## config.mk

```make
export PLATFORM = sky130hd
export DESIGN_NAME = wire_field_encoder_unit
export DESIGN_NICKNAME = d
export VERILOG_FILES = /design/src/design/wfe_pkg.sv /design/src/design/wfe_encode.sv /design/src/design/wire_field_encoder_unit.sv
export SDC_FILE = /design/constraint.sdc
export NUM_CORES = 1
export LEC_CHECK = 0
export ABC_CLOCK_PERIOD_IN_PS = 9000
export BUFFER_PORTS_ARGS = -buffer_cell sky130_fd_sc_hd__clkbuf_2
export CAP_MARGIN = 0
export CORE_MARGIN = 4
export CORE_UTILIZATION = 30
export DETAILED_ROUTE_END_ITERATION = 10
export GPL_TIMING_DRIVEN = 0
export PLACE_DENSITY_LB_ADDON = 0.08
export SETUP_SLACK_MARGIN = 0.05
export SLEW_MARGIN = 30
export SYNTH_ARGS = -nofsm -noshare
export SYNTH_HDL_FRONTEND = slang
export SYNTH_SLANG_ARGS = --single-unit
```

## constraint.sdc

```tcl
create_clock -name clk_i -period 9 [get_ports clk_i]
set_input_delay 0.9 -clock clk_i [delete_from_list [all_inputs] [get_ports clk_i]]
set_output_delay 0.9 -clock clk_i [all_outputs]
set_load 0.02 [all_outputs]
```

## src/design/wfe_pkg.sv

```systemverilog
// Wire field encoder package: beat types, type codes, wire types and sizes.
// Shared by wfe_encode and wire_field_encoder_unit; depends on nothing.
`timescale 1ns / 1ps
`default_nettype none

package wfe_pkg;

  localparam int unsigned MaxBytes    = 15;
  localparam int unsigned TagGroups   = 5;
  localparam int unsigned ValueGroups = 10;

  // Field type codes
  localparam logic [4:0] FT_DOUBLE   = 5'd0;
  localparam logic [4:0] FT_FLOAT    = 5'd1;
  localparam logic [4:0] FT_INT64    = 5'd2;
  localparam logic [4:0] FT_UINT64   = 5'd3;
  localparam logic [4:0] FT_INT32    = 5'd4;
  localparam logic [4:0] FT_UINT32   = 5'd5;
  localparam logic [4:0] FT_ENUM     = 5'd6;
  localparam logic [4:0] FT_BOOL     = 5'd7;
  localparam logic [4:0] FT_SINT32   = 5'd8;
  localparam logic [4:0] FT_SINT64   = 5'd9;
  localparam logic [4:0] FT_FIXED32  = 5'd10;
  localparam logic [4:0] FT_SFIXED32 = 5'd11;
  localparam logic [4:0] FT_FIXED64  = 5'd12;
  localparam logic [4:0] FT_SFIXED64 = 5'd13;
  localparam logic [4:0] FT_BYTES    = 5'd14;
  localparam logic [4:0] FT_MESSAGE  = 5'd15;
  localparam logic [4:0] FT_SGROUP   = 5'd16;
  localparam logic [4:0] FT_EGROUP   = 5'd17;

  // Wire types
  localparam logic [2:0] WT_VARINT = 3'd0;
  localparam logic [2:0] WT_64BIT  = 3'd1;
  localparam logic [2:0] WT_DELIM  = 3'd2;
  localparam logic [2:0] WT_SGROUP = 3'd3;
  localparam logic [2:0] WT_EGROUP = 3'd4;
  localparam logic [2:0] WT_32BIT  = 3'd5;

  typedef enum logic [1:0] {
    KIND_VARINT = 2'd0,
    KIND_FIX32  = 2'd1,
    KIND_FIX64  = 2'd2,
    KIND_NONE   = 2'd3
  } kind_e;

  typedef struct packed {
    logic [28:0] field_id;
    logic [4:0]  field_type;
    logic [63:0] field_value;
    logic        omit_tag;
    logic        skip_if_zero;
  } wfe_in_t;

  typedef struct packed {
    logic [7:0] out_byte;
    logic       last_byte;
  } wfe_out_t;

  typedef struct packed {
    logic [3:0]                count;
    logic [MaxBytes-1:0][7:0]  bytes;
  } wfe_enc_t;

endpackage

`default_nettype wire

```

## src/design/wfe_encode.sv

```systemverilog
// Field encoder: turns one registered field into its wire bytes and byte count.
// Pure combinational; uses wfe_pkg types and codes.
`timescale 1ns / 1ps
`default_nettype none

module wfe_encode
  import wfe_pkg::*;
(
  input  wire wfe_in_t item_i,
  output wfe_enc_t     enc_o
);

  logic [63:0] lo32;
  logic [63:0] payload;
  logic [63:0] test;
  logic        test_applies;
  logic        known;
  logic [2:0]  wtype;
  kind_e       kind;
  logic [34:0] tag_val;
  logic [69:0] val_ext;
  logic [2:0]  tag_n;
  logic [3:0]  val_n;
  logic [3:0]  var_n;
  logic [7:0]  tb [TagGroups];
  logic [7:0]  vb [ValueGroups];
  logic [3:0]  j;
  logic        skip;

  assign lo32 = {32'd0, item_i.field_value[31:0]};

  // Type decode
  always_comb begin
    payload      = item_i.field_value;
    test         = item_i.field_value;
    test_applies = 1'b1;
    known        = 1'b1;
    wtype        = WT_VARINT;
    kind         = KIND_VARINT;
    case (item_i.field_type)
      FT_DOUBLE, FT_FIXED64, FT_SFIXED64: begin
        wtype = WT_64BIT;
        kind  = KIND_FIX64;
      end
      FT_FLOAT, FT_FIXED32, FT_SFIXED32: begin
        wtype   = WT_32BIT;
        kind    = KIND_FIX32;
        payload = lo32;
        test    = lo32;
      end
      FT_INT64, FT_UINT64: ;
      FT_INT32, FT_ENUM: begin
        payload = {{32{item_i.field_value[31]}}, item_i.field_value[31:0]};
        test    = lo32;
      end
      FT_UINT32: begin
        payload = lo32;
        test    = lo32;
      end
      FT_BOOL: begin
        test    = {56'd0, item_i.field_value[7:0]};
        payload = {63'd0, (item_i.field_value[7:0] != 8'd0)};
      end
      FT_SINT32: begin
        payload = {32'd0, {item_i.field_value[30:0], 1'b0}
                          ^ {32{item_i.field_value[31]}}};
        test    = lo32;
      end
      FT_SINT64: begin
        payload = {item_i.field_value[62:0], 1'b0} ^ {64{item_i.field_value[63]}};
      end
      FT_BYTES, FT_MESSAGE: begin
        wtype = WT_DELIM;
      end
      FT_SGROUP: begin
        wtype        = WT_SGROUP;
        kind         = KIND_NONE;
        test_applies = 1'b0;
      end
      FT_EGROUP: begin
        wtype        = WT_EGROUP;
        kind         = KIND_NONE;
        test_applies = 1'b0;
      end
      default: begin
        known = 1'b0;
        kind  = KIND_NONE;
      end
    endcase
  end

  assign tag_val = {3'd0, item_i.field_id, wtype};
  assign val_ext = {6'd0, payload};

  // Varint lengths: one plus the index of the highest non-empty 7-bit group; an omitted tag has length zero
  always_comb begin
    tag_n = 3'd1;
    for (int k = 1; k < TagGroups; k++) begin
      if ((tag_val >> (7 * k)) != 35'd0) tag_n = 3'(k + 1);
    end
    if (item_i.omit_tag) tag_n = 3'd0;
    var_n = 4'd1;
    for (int k = 1; k < ValueGroups; k++) begin
      if ((val_ext >> (7 * k)) != 70'd0) var_n = 4'(k + 1);
    end
  end

  always_comb begin
    for (int k = 0; k < TagGroups; k++) begin
      tb[k] = {(3'(k + 1) < tag_n), tag_val[7*k +: 7]};
    end
    for (int k = 0; k < ValueGroups; k++) begin
      vb[k] = {(4'(k + 1) < var_n), val_ext[7*k +: 7]};
    end
    case (kind)
      KIND_FIX32: begin
        val_n = 4'd4;
        for (int k = 0; k < 8; k++) vb[k] = payload[8*k +: 8];
      end
      KIND_FIX64: begin
        val_n = 4'd8;
        for (int k = 0; k < 8; k++) vb[k] = payload[8*k +: 8];
      end
      KIND_NONE: val_n = 4'd0;
      default:   val_n = var_n;
    endcase
  end

  assign skip = !known || (item_i.skip_if_zero && test_applies && (test == 64'd0));

  // Place tag bytes first, then value bytes
  always_comb begin
    enc_o.bytes = '0;
    j           = 4'd0;
    for (int p = 0; p < MaxBytes; p++) begin
      j = 4'(p) - {1'b0, tag_n};
      if ((4'(p) >= {1'b0, tag_n}) && (j < 4'(ValueGroups))) enc_o.bytes[p] = vb[j];
    end
    for (int k = 0; k < TagGroups; k++) begin
      if (3'(k) < tag_n) enc_o.bytes[k] = tb[k];
    end
    enc_o.count = skip ? 4'd0 : ({1'b0, tag_n} + val_n);
  end

endmodule

`default_nettype wire

```

## src/design/wire_field_encoder_unit.sv

```systemverilog
// Wire field encoder top level: input register, encoder, byte shift buffer.
// Uses wfe_pkg and wfe_encode.
//
// Usage:
//   Input channel (in_valid_i / in_stall_o / in_data_i) takes one scalar field
//   per beat. Output channel (out_valid_o / out_stall_i / out_data_o) sends the
//   field's wire bytes one beat each, tag first, last_byte set on the final one.
//   A field that encodes to nothing (unknown type, skipped zero, group tag with
//   the tag omitted) gives no output beat.
// Loading: a field accepted into the input register loads into the byte buffer once
//   the buffer is empty or its last byte leaves; its first byte is then offered.
// Throughput: the buffer shifts out one byte per cycle unless out_stall_i is high;
//   a field has up to 15 bytes. The next field loads from the input register as
//   the last byte leaves, so bytes stream with no gaps while that register holds
//   a field that gives bytes; it can take the next field while the buffer drains.
// Reset: clears the input register valid and the byte count; nothing else.
// Output stall: the offered byte holds; in_stall_o is high whenever the input
//   register holds a field that cannot load yet, until the last byte of the
//   buffered field leaves.
`timescale 1ns / 1ps
`default_nettype none

module wire_field_encoder_unit
  import wfe_pkg::*;
(
  input  wire logic     clk_i,
  input  wire logic     rst_ni,
  input  wire logic     in_valid_i,
  output logic          in_stall_o,
  input  wire wfe_in_t  in_data_i,
  output logic          out_valid_o,
  input  wire logic     out_stall_i,
  output wfe_out_t      out_data_o
);

  wfe_in_t                  item_q;
  logic                     s1_vld_q, s1_vld_d;
  logic [3:0]               cnt_q, cnt_d;
  logic [MaxBytes-1:0][7:0] bytes_q, bytes_d;
  wfe_enc_t                 enc;
  logic                     in_take;
  logic                     out_take;
  logic                     load;

  wfe_encode u_encode (
    .item_i (item_q),
    .enc_o  (enc)
  );

  assign out_valid_o          = (cnt_q != 4'd0);
  assign out_data_o.out_byte  = bytes_q[0];
  assign out_data_o.last_byte = (cnt_q == 4'd1);
  assign out_take             = out_valid_o && !out_stall_i;

  // Load the buffer once it is empty or its last byte leaves this cycle
  assign load       = s1_vld_q && ((cnt_q == 4'd0) || ((cnt_q == 4'd1) && out_take));
  assign in_stall_o = s1_vld_q && !load;
  assign in_take    = in_valid_i && !in_stall_o;

  always_comb begin
    s1_vld_d = s1_vld_q;
    if (in_take)   s1_vld_d = 1'b1;
    else if (load) s1_vld_d = 1'b0;

    cnt_d   = cnt_q;
    bytes_d = bytes_q;
    if (load) begin
      cnt_d   = enc.count;
      bytes_d = enc.bytes;
    end else if (out_take) begin
      cnt_d   = cnt_q - 4'd1;
      bytes_d = {8'd0, bytes_q[MaxBytes-1:1]};
    end
  end

  always_ff @(posedge clk_i or negedge rst_ni) begin
    if (!rst_ni) begin
      s1_vld_q <= 1'b0;
      cnt_q    <= 4'd0;
    end else begin
      s1_vld_q <= s1_vld_d;
      cnt_q    <= cnt_d;
    end
  end

  always_ff @(posedge clk_i) begin
    if (in_take) item_q <= in_data_i;
    bytes_q <= bytes_d;
  end

`ifndef SYNTHESIS
  a_no_stall_when_empty: assert property (@(posedge clk_i) disable iff (!rst_ni)
    !s1_vld_q |-> !in_stall_o)
    else $error("input stalled with empty input register");

  a_load_count: assert property (@(posedge clk_i) disable iff (!rst_ni)
    load |=> cnt_q == $past(enc.count))
    else $error("byte count not taken from encoder on load");

  a_drain_step: assert property (@(posedge clk_i) disable iff (!rst_ni)
    (out_take && (cnt_q > 4'd1)) |=> cnt_q == $past(cnt_q) - 4'd1)
    else $error("byte count did not step down by one");

  a_hold_item: assert property (@(posedge clk_i) disable iff (!rst_ni)
    (s1_vld_q && !load) |=> s1_vld_q && $stable(item_q))
    else $error("pending field lost or changed before load");
`endif

endmodule

`default_nettype wire

```

==> results.md, run 1 <==
* Commonest cells post-synth: edfxtp_1, nand2_1, nor2_1
* Synth Warn # at 0
* CTS buffer count at 27
* TritonCTS clock tree: built
* Pre-Repair DR Iteration Count at 5
* Status: finished clean
* Rows at 82
* Routed Antenna Nets at 0
* IO Port Bufs at around 110
* Critical path type: reg -> reg
* Post-route clock period utilization at roughly four fifths
* Worst path buffer plus inverter count at 6
* Die W at roughly 240 microns
* Asr flop ratio synth at 2.22%
* DRT iter0 DRCs at approximately 1200
* FF-to-FF setup slack at around 1.9 ns
* Synth top area share at a little over two fifths
* Layout cells sized above 1 at 14.1%
* Clk root buf: clkbuf_16
* Hold crit path type: in -> async
* Vias post-DR at ~14000
* Pwr dens at 376 mW/mm^2
* Critical-path cell list: nor4_4 > and3_1 > o21ai_1 > a21oi_2 > buf_2 > buf_2 > clkbuf_1 > ha_1 > clkbuf_1 > clkinv_1 > buf_1 > mux2i_1 > mux2i_1 > o32ai_1 > a32oi_1 > o21ai_0
* Slowest stage delay, CP at 0.74 ns
* Initial core utilization at a little under a third
* CP top delay family: buffers and inverters
* Prevailing post-synth register cell: edfxtp_1
* Count of cell types in the netlist at 86
* CP Launch Point: item_q[97]$_DFFE_PP_
* Slowest-stage cell, CP: mux2i_1
* Worst r2r src: item_q[97]$_DFFE_PP_
* RSZ-0062 raised after global routing: no
* # DRC at 0
* Initial antenna violation count at 1
* Sequential share of the synthesized area at between 40% and 50%
* Maximum clock path buffer count at 3
* Synth Area per Inst at just under 10 sq um
* Clock Latency Late Sink at roughly 0.58 ns
* Ranking of synthesized cells by area: edfxtp_1, mux2i_1, nand2_1
* Via/cell ratio at about 5.6
* Routed len/inst at between 20 and 30 microns
* Post-CTS sizing at 0
* Final nets at between 1500 and 2000
* Syn_nets at between 1500 and 2000
* Setup Buffers After CTS at 0
* First-pass GRT wire length at about 95 mm
* Gr usage total at 22.8%
* Slew headroom at 40.6%
* Setup TNS at 0 ns
* RD Place Congestion at just under 1
* CTS H-tree lvls at 1
* Area of the multi-input gates at 0.00802 sq mm
* Final Slew Violations at 0
* Peak supply drop at about 0.19 mV
* Worst hold margin at about 0.13 ns
* Total gr overflow at 0
* Final setup violating endpoints at 0
* LEAKAGE at about 6.5 nW
* Cells after Synth at approximately 1600
* Reg clk slew, reported paths at 0.06 ns
* CP max FO at 11
* Flops & latches, synth at between 200 and 250
* Post-synth EDFFs at 220
* # hold bufs at CTS at 0
* Achievable frequency at ~0.14 GHz
* Crit path capture type: register
* Number of global-route vias before repair at 13600
* Die area at between 0.05 and 0.06 sq mm
* Fin crit period at 7.07 ns
* Synth area leader: edfxtp_1
* FF+latch area at between 0.006 and 0.007 sq mm
* Max-cap check violation count at 0
* Wirelength, routed at 65.9 mm
* Worst Path Required at 9.39 ns
* Largest net degree at the start of global routing at 50
* Top Ports at roughly 120
* CP Data Arrival Time at 7.46 ns
* Die Height at ~240 microns
* Core region area at ~0.051 sq mm
* Detail Placement HPWL at 53.1 mm
* Slew at the pin closest to its max-slew limit at ~0.9 ns
* Total clock sinks at between 200 and 250
* Final Hold Viols at 0
* Top-count cell post-synth: edfxtp_1
* Fill count at around 5200
* Post-Syn Area at about 0.015 sq mm
* Clock Skew at 0.00916 ns
* Post-layout util at around 36%
* CP startpoint kind: register
* Area delta synth->final at 16.3%
* ANT cells at 0
==> flip-flops by register name (all words and copies together), names as in the netlist <==
signal,cells
bytes_q,112
item_q,100
out_data_o,8
cnt_q,4
s1_vld_q,1
==> cell type report <==
class | instances | area share [%]
Tap cell | 672 | 4.68
Inverter | 36 | 0.752
Buffer | 141 | 3.41
Multi-Input combinational cell | 1188 | 44.6
Clock buffer | 32 | 3.86
Clock inverter | 16 | 0.932
Timing Repair Buffer | 125 | 4.33
Sequential cell | 225 | 37.4
==> metrics by stage <==
| step | power [mW] | cell area [sq um] | std cells | setup slack [ns] |
|---|---|---|---|---|
| floorplan | 4.13 | 15500 | 1590 | 0.843 |
| global route | 7.07 | 18000 | 2435 | 1.68 |
| detailed placement | 5.61 | 17100 | 2387 | 2.05 |
| finish | 6.76 | 18000 | 2435 | 1.93 |
| global placement | 5.61 | 16900 | 2376 | -2.74 |
| CTS | 6.72 | 18000 | 2435 | 2.01 |
==> cells by family (layout without fill, tap and decap cells) <==
kind of cell	after synthesis	after routing	share of synthesized area (%)
and+or+nand+nor	483	483	14.7
AOI/OAI and AO/OA	476	476	21.3
DFF	225	225	43.5
buffers and inverters	177	350	4.84
muxes	144	144	10.3
xor gates and xnor gates	64	64	3.63
adders and majority gates	21	21	1.75
==> report_power, final <==
part	total (mW)	switching [mW]	internal [mW]	leakage, nW
registers	1.98	0.239	1.74	2.18
clock network	1.09	0.453	0.636	0.420
logic	3.69	2.52	1.17	3.93
total	6.76	3.21	3.55	6.53
==> layout by cell type (no fill, tap or decap), drive strengths merged, types with 6 or more instances in the layout <==
cell and n:
a211oi 23, a21oi 65, a221oi 9, a22o 26, a22oi 43, a31oi 26
a32oi 10, and2 11, buf 65, clkbuf 233, clkinv 13, edfxtp 220
ha 20, inv 36, mux2 8, mux2i 125, mux4 11, nand2 162
nand2b 17, nand3 38, nor2 151, nor2b 7, nor3 35, nor4 17
o211ai 11, o21a 19, o21ai 118, o221ai 19, o22a 6, o22ai 28
o311ai 8, o31ai 11, o32ai 19, or3 15, or4 9, xnor2 60
==> routing by layer <==
metal	vias to the layer above	global-route usage (%)	part of all wire, %	wire, microns
met3	124	2.33	4.7	3080
met1	6796	30.4	44	28700
li1	6365	-	-	-
met5	-	0	0.020	13
met2	464	38.7	48	31400
met4	2	7.91	4.2	2760
==> worst paths after layout <==
check                                          end  depth (start not counted)
hold reg to reg             bytes_q[107]$_DFFE_PP_                          2
setup / recovery           out_data_o[2]$_DFFE_PP_                         16
min in group clk_i            item_q[48]$_DFFE_PP_                          1
max in group asynchronous     cnt_q[3]$_DFFE_PN0P_                          1
setup reg to reg           out_data_o[2]$_DFFE_PP_                         16
hold / removal                s1_vld_q$_DFFE_PN0P_                          1
Power figures use the tool's default switching activity.
==> run 2: changes to the inputs <==
--- a/config.mk
+++ b/config.mk
@@ -5,7 +5,8 @@
 export SDC_FILE = /design/constraint.sdc
 export NUM_CORES = 1
 export LEC_CHECK = 0
-export ABC_CLOCK_PERIOD_IN_PS = 9000
+export ABC_AREA = 1
+export ABC_CLOCK_PERIOD_IN_PS = 5700
 export BUFFER_PORTS_ARGS = -buffer_cell sky130_fd_sc_hd__clkbuf_2
 export CAP_MARGIN = 0
 export CORE_MARGIN = 4
==> constraint.sdc (replaced) <==
create_clock -name clk_i -period 5.7 [get_ports clk_i]
set_input_delay 0.57 -clock clk_i [delete_from_list [all_inputs] [get_ports clk_i]]
set_output_delay 0.57 -clock clk_i [all_outputs]
set_load 0.02 [all_outputs]
==> results.md, run 2 <==
* Slew at the pin closest to its max-slew limit at 0.975 ns (+0.0840 ns)
* Critical path type: reg -> reg
* Sequential power share at 31.3% (+2.1 points)
* Clk network pwr share at 22.0% (+5.9 points)
* Core region area at 0.0526 sq mm (+3.9%)
* Fill count at 5764 (+11%)
* Largest register FFs at 112 (unchanged)
* Synth Area per Inst at 7.44 sq um (-23%)
* Area delta synth->final at 15.3%
* Final Slew Violations at 0 (unchanged)
* Biggest register: bytes_q
* Commonest cells post-synth: nand2_1, o21ai_0, edfxtp_1
* Hold crit path type: in -> reg
* Clock Skew at 0.0168 ns (+0.00767 ns)
* Most frequent cells in the layout: nand2_1, o21ai_0, edfxtp_1
* Max-cap check violation count at 0 (unchanged)
* RSZ-0062 raised after global routing: yes
* Gr usage total at 24.1% (+1.3 points)
* DRT iter0 DRCs at 1578 (+34%)
* IO Port Bufs at 114 (unchanged)
* First-pass GRT wire length at 102 mm (+7.3%)
* Critical path endpoint: bytes_q[35]$_DFFE_PP_
* TritonCTS clock tree: built
* CP Data Arrival Time at 5.78 ns (-1.68 ns)
* FF+latch area at 0.00673 sq mm (unchanged)
* Ranking of synthesized cells by area: edfxtp_1, nand2_1, o21ai_0
* Achievable frequency at 0.180 GHz (+27%)
* Gate power share at 46.7% (-7.9 points)
* Routed len/inst at 23.5 microns (-13%)
* Top-count cell post-synth: nand2_1
* Worst Path Required at 5.92 ns (-3.47 ns)
* Clock Latency Late Sink at 0.59 ns (about the same)
* Status: finished clean
* FF-to-FF setup slack at 0.15 ns (-1.78 ns)
* R2r worst-path depth at 16 (unchanged)
* Detail Placement HPWL at 57.6 mm (+8.5%)
* Pre-Repair DR Iteration Count at 6 (+1)
* Setup Buffers After CTS at 0 (unchanged)
* Initial antenna violation count at 0 (-1)
* Total gr overflow at 0 (unchanged)
* Via/cell ratio at 5.26 (-6.9%)
* Worst r2r src: item_q[97]$_DFFE_PP_
* Clk root buf: clkbuf_16
* Switching share of power at 46.3% (-1.3 points)
* Slowest-stage cell, CP: nor4_4
* Die Height at 239 microns (+1.5%)
* Count of cell types in the netlist at 52 (-40%)
* CTS buffer count at 27 (unchanged)
* Worst flop-to-flop path endpoint: bytes_q[35]$_DFFE_PP_
* Initial core utilization at 30.3% (-0.24 points)
* Placed cell count at 2947 (+23%)
* Post-Syn Area at 0.0159 sq mm (+3.1%)
* Wirelength, routed at 70.5 mm (+7.0%)
* Final cell count without fillers at 2995 (+23%)
* Synth top area share at 41.4% (-1.3 points)
* Area of the multi-input gates at 0.00806 sq mm (+0.55%)
* Prevailing post-synth register cell: edfxtp_1
* Rows at 84 (+2.4%)
* Most common cell after layout, fill and taps aside: nand2_1
* Total clock sinks at 225 (unchanged)
* Layout cells sized above 1 at 12.1% (-2.0 points)
* Final Hold Viols at 0 (unchanged)
* Slew headroom at 34.3% (-6.3 points)
* Fin crit period at 5.55 ns (-1.52 ns)
* Crit path capture type: register
* Die W at 239 microns (+1.5%)
* Cells after Synth at 2142 (+35%)
* Vias post-DR at 15700 (+14%)
* Slowest stage delay, CP at 0.66 ns (-0.08 ns)
* Reg clk slew, reported paths at 0.06 ns (about the same)
* Post-route clock period utilization at 97.4% (+19 points)
* Total power at 8.13 mW (+20%)
* Syn_nets at 2267 (+32%)
* Peak supply drop at 0.224 mV (+18%)
* Pre-CTS setup slack at 0.158 ns (-1.89 ns)
* Final nets at 2413 (+29%)
* CP startpoint kind: register
* LEAKAGE at 7.69 nW (+18%)
* Largest net degree at the start of global routing at 72 (+44%)
* Final setup violating endpoints at 0 (unchanged)
* Top Ports at 115 (unchanged)
* Sequential share of the synthesized area at 42.2% (-1.3 points)
* Internal at 4.37 mW (+23%)
* Critical-path cell list: nor4_4 > nand3_1 > nor3_1 > nand2_1 > nand2_1 > nand2_1 > nand2_2 > buf_2 > buf_2 > ha_1 > clkbuf_1 > inv_1 > clkbuf_1 > o21ai_0 > o21ai_0 > o21ai_0
* Routed Antenna Nets at 0 (unchanged)
* Post-synth EDFFs at 220 (unchanged)
* Die area at 0.0569 sq mm (+3.0%)
* P_sw at 3.76 mW (+17%)
* Setup WS post-layout at 0.149 ns (-1.78 ns)
* Synth area leader: edfxtp_1
* CTS H-tree lvls at 1 (unchanged)
* Asr flop ratio synth at 2.22% (unchanged)
* Pwr dens at 442 mW/mm^2 (+18%)
* # DRC at 0 (unchanged)
* Maximum clock path buffer count at 3 (unchanged)
* Synth Warn # at 0 (unchanged)
* Flops & latches, synth at 225 (unchanged)
* Number of global-route vias before repair at 15100 (+11%)
* ANT cells at 0 (unchanged)
* CP Launch Point: item_q[97]$_DFFE_PP_
* CP max FO at 11 (unchanged)
* RD Place Congestion at 1.05 (+8.5%)
run 2: cell types whose count changed after synthesis, sizes merged, moves of 31 or more:
cell	change
mux2i	-123
a22oi	-36
nand2	+511
o21ai	+166
nor3	-31
inv	+113
nor2	+49
nand3	+119
xnor2	-54
xor2	+38
a21oi	+51
run 2: power by group through the flow:
stage	logic [mW]	registers [mW]	clock network, mW
6_report	3.80	2.54	1.79
5_1_grt	4.11	2.57	1.91
4_1_cts	3.72	2.54	1.85
3_5_place_dp	3.71	2.57	0
3_3_place_gp	3.68	2.62	0
2_1_floorplan	2.25	2.50	0
run 2: final cells by class:
type,instances,area share [%]
Multi-Input combinational cell,1643,43.9
Inverter,150,3.09
Timing Repair Buffer,118,3.57
Sequential cell,225,36.6
Buffer,123,3.23
Clock inverter,13,1.03
Clock buffer,35,3.89
Tap cell,688,4.68
run 2: worst max-delay path, delay by kind of cell, from the launching register on:
kind                       cells  cell delay [ns]
buffers and inverters          5             1.34
DFF                            1             0.47
and+or+nand+nor                7             1.82
AOI/OAI and AO/OA              3             1.24
adders and majority gates      1             0.29
run 2: timing repair:
| action | in CTS | in global routing |
|---|---|---|
| gates resized for setup | 0 | 4 |
| hold buffers | 1 | 0 |
| setup endpoints to repair | 0 | 14 |
| endpoints found under the hold margin | 5 | 0 |
run 2: logic make-up (layout without fill, tap and decap cells):
logic type | Yosys count | after routing | share of synthesized area (%)
simple gates | 1088 | 1088 | 29.2
mux | 2 | 2 | 0.126
flops | 225 | 225 | 42.2
compound gates | 484 | 484 | 16.9
fa+ha+maj | 21 | 21 | 1.70
xor+xnor | 48 | 48 | 2.64
buf+inv | 274 | 439 | 7.28
run 2: how the worst min path moves through the flow:
stage | startpoint | end | cells after the start
5_1_grt | in_data_i[62] | item_q[62]$_DFFE_PP_ | 1
3_5_place_dp | rst_ni | cnt_q[3]$_DFFE_PN0P_ | 1
4_1_cts | in_data_i[62] | item_q[62]$_DFFE_PP_ | 1
6_report | in_data_i[62] | item_q[62]$_DFFE_PP_ | 1
3_3_place_gp | rst_ni | cnt_q[3]$_DFFE_PN0P_ | 1
2_1_floorplan | rst_ni | cnt_q[0]$_DFFE_PN0P_ | 0
run 2: stage by stage:
step | hold slack (ns) | setup TNS, ns | util (%) | area, sq um
after floorplan | 0.274 | 0 | - | 15900
after global placement | 0.402 | -164.67 | 33.1 | 17400
after detailed placement | 0.402 | 0 | 33.2 | 17500
after CTS | 0.108 | 0 | 35.0 | 18400
after global routing | 0.128 | 0 | 35.0 | 18400
final | 0.163 | 0 | 35.0 | 18400
run 2: per-layer routing:
metal | vias up | part of all wire (%) | track usage (%)
li1 | 7557 | - | -
met1 | 7525 | 42 | 30.7
met2 | 524 | 47 | 40.4
met3 | 138 | 4.8 | 2.79
met4 | 0 | 6.2 | 12.2
met5 | - | 0 | 0
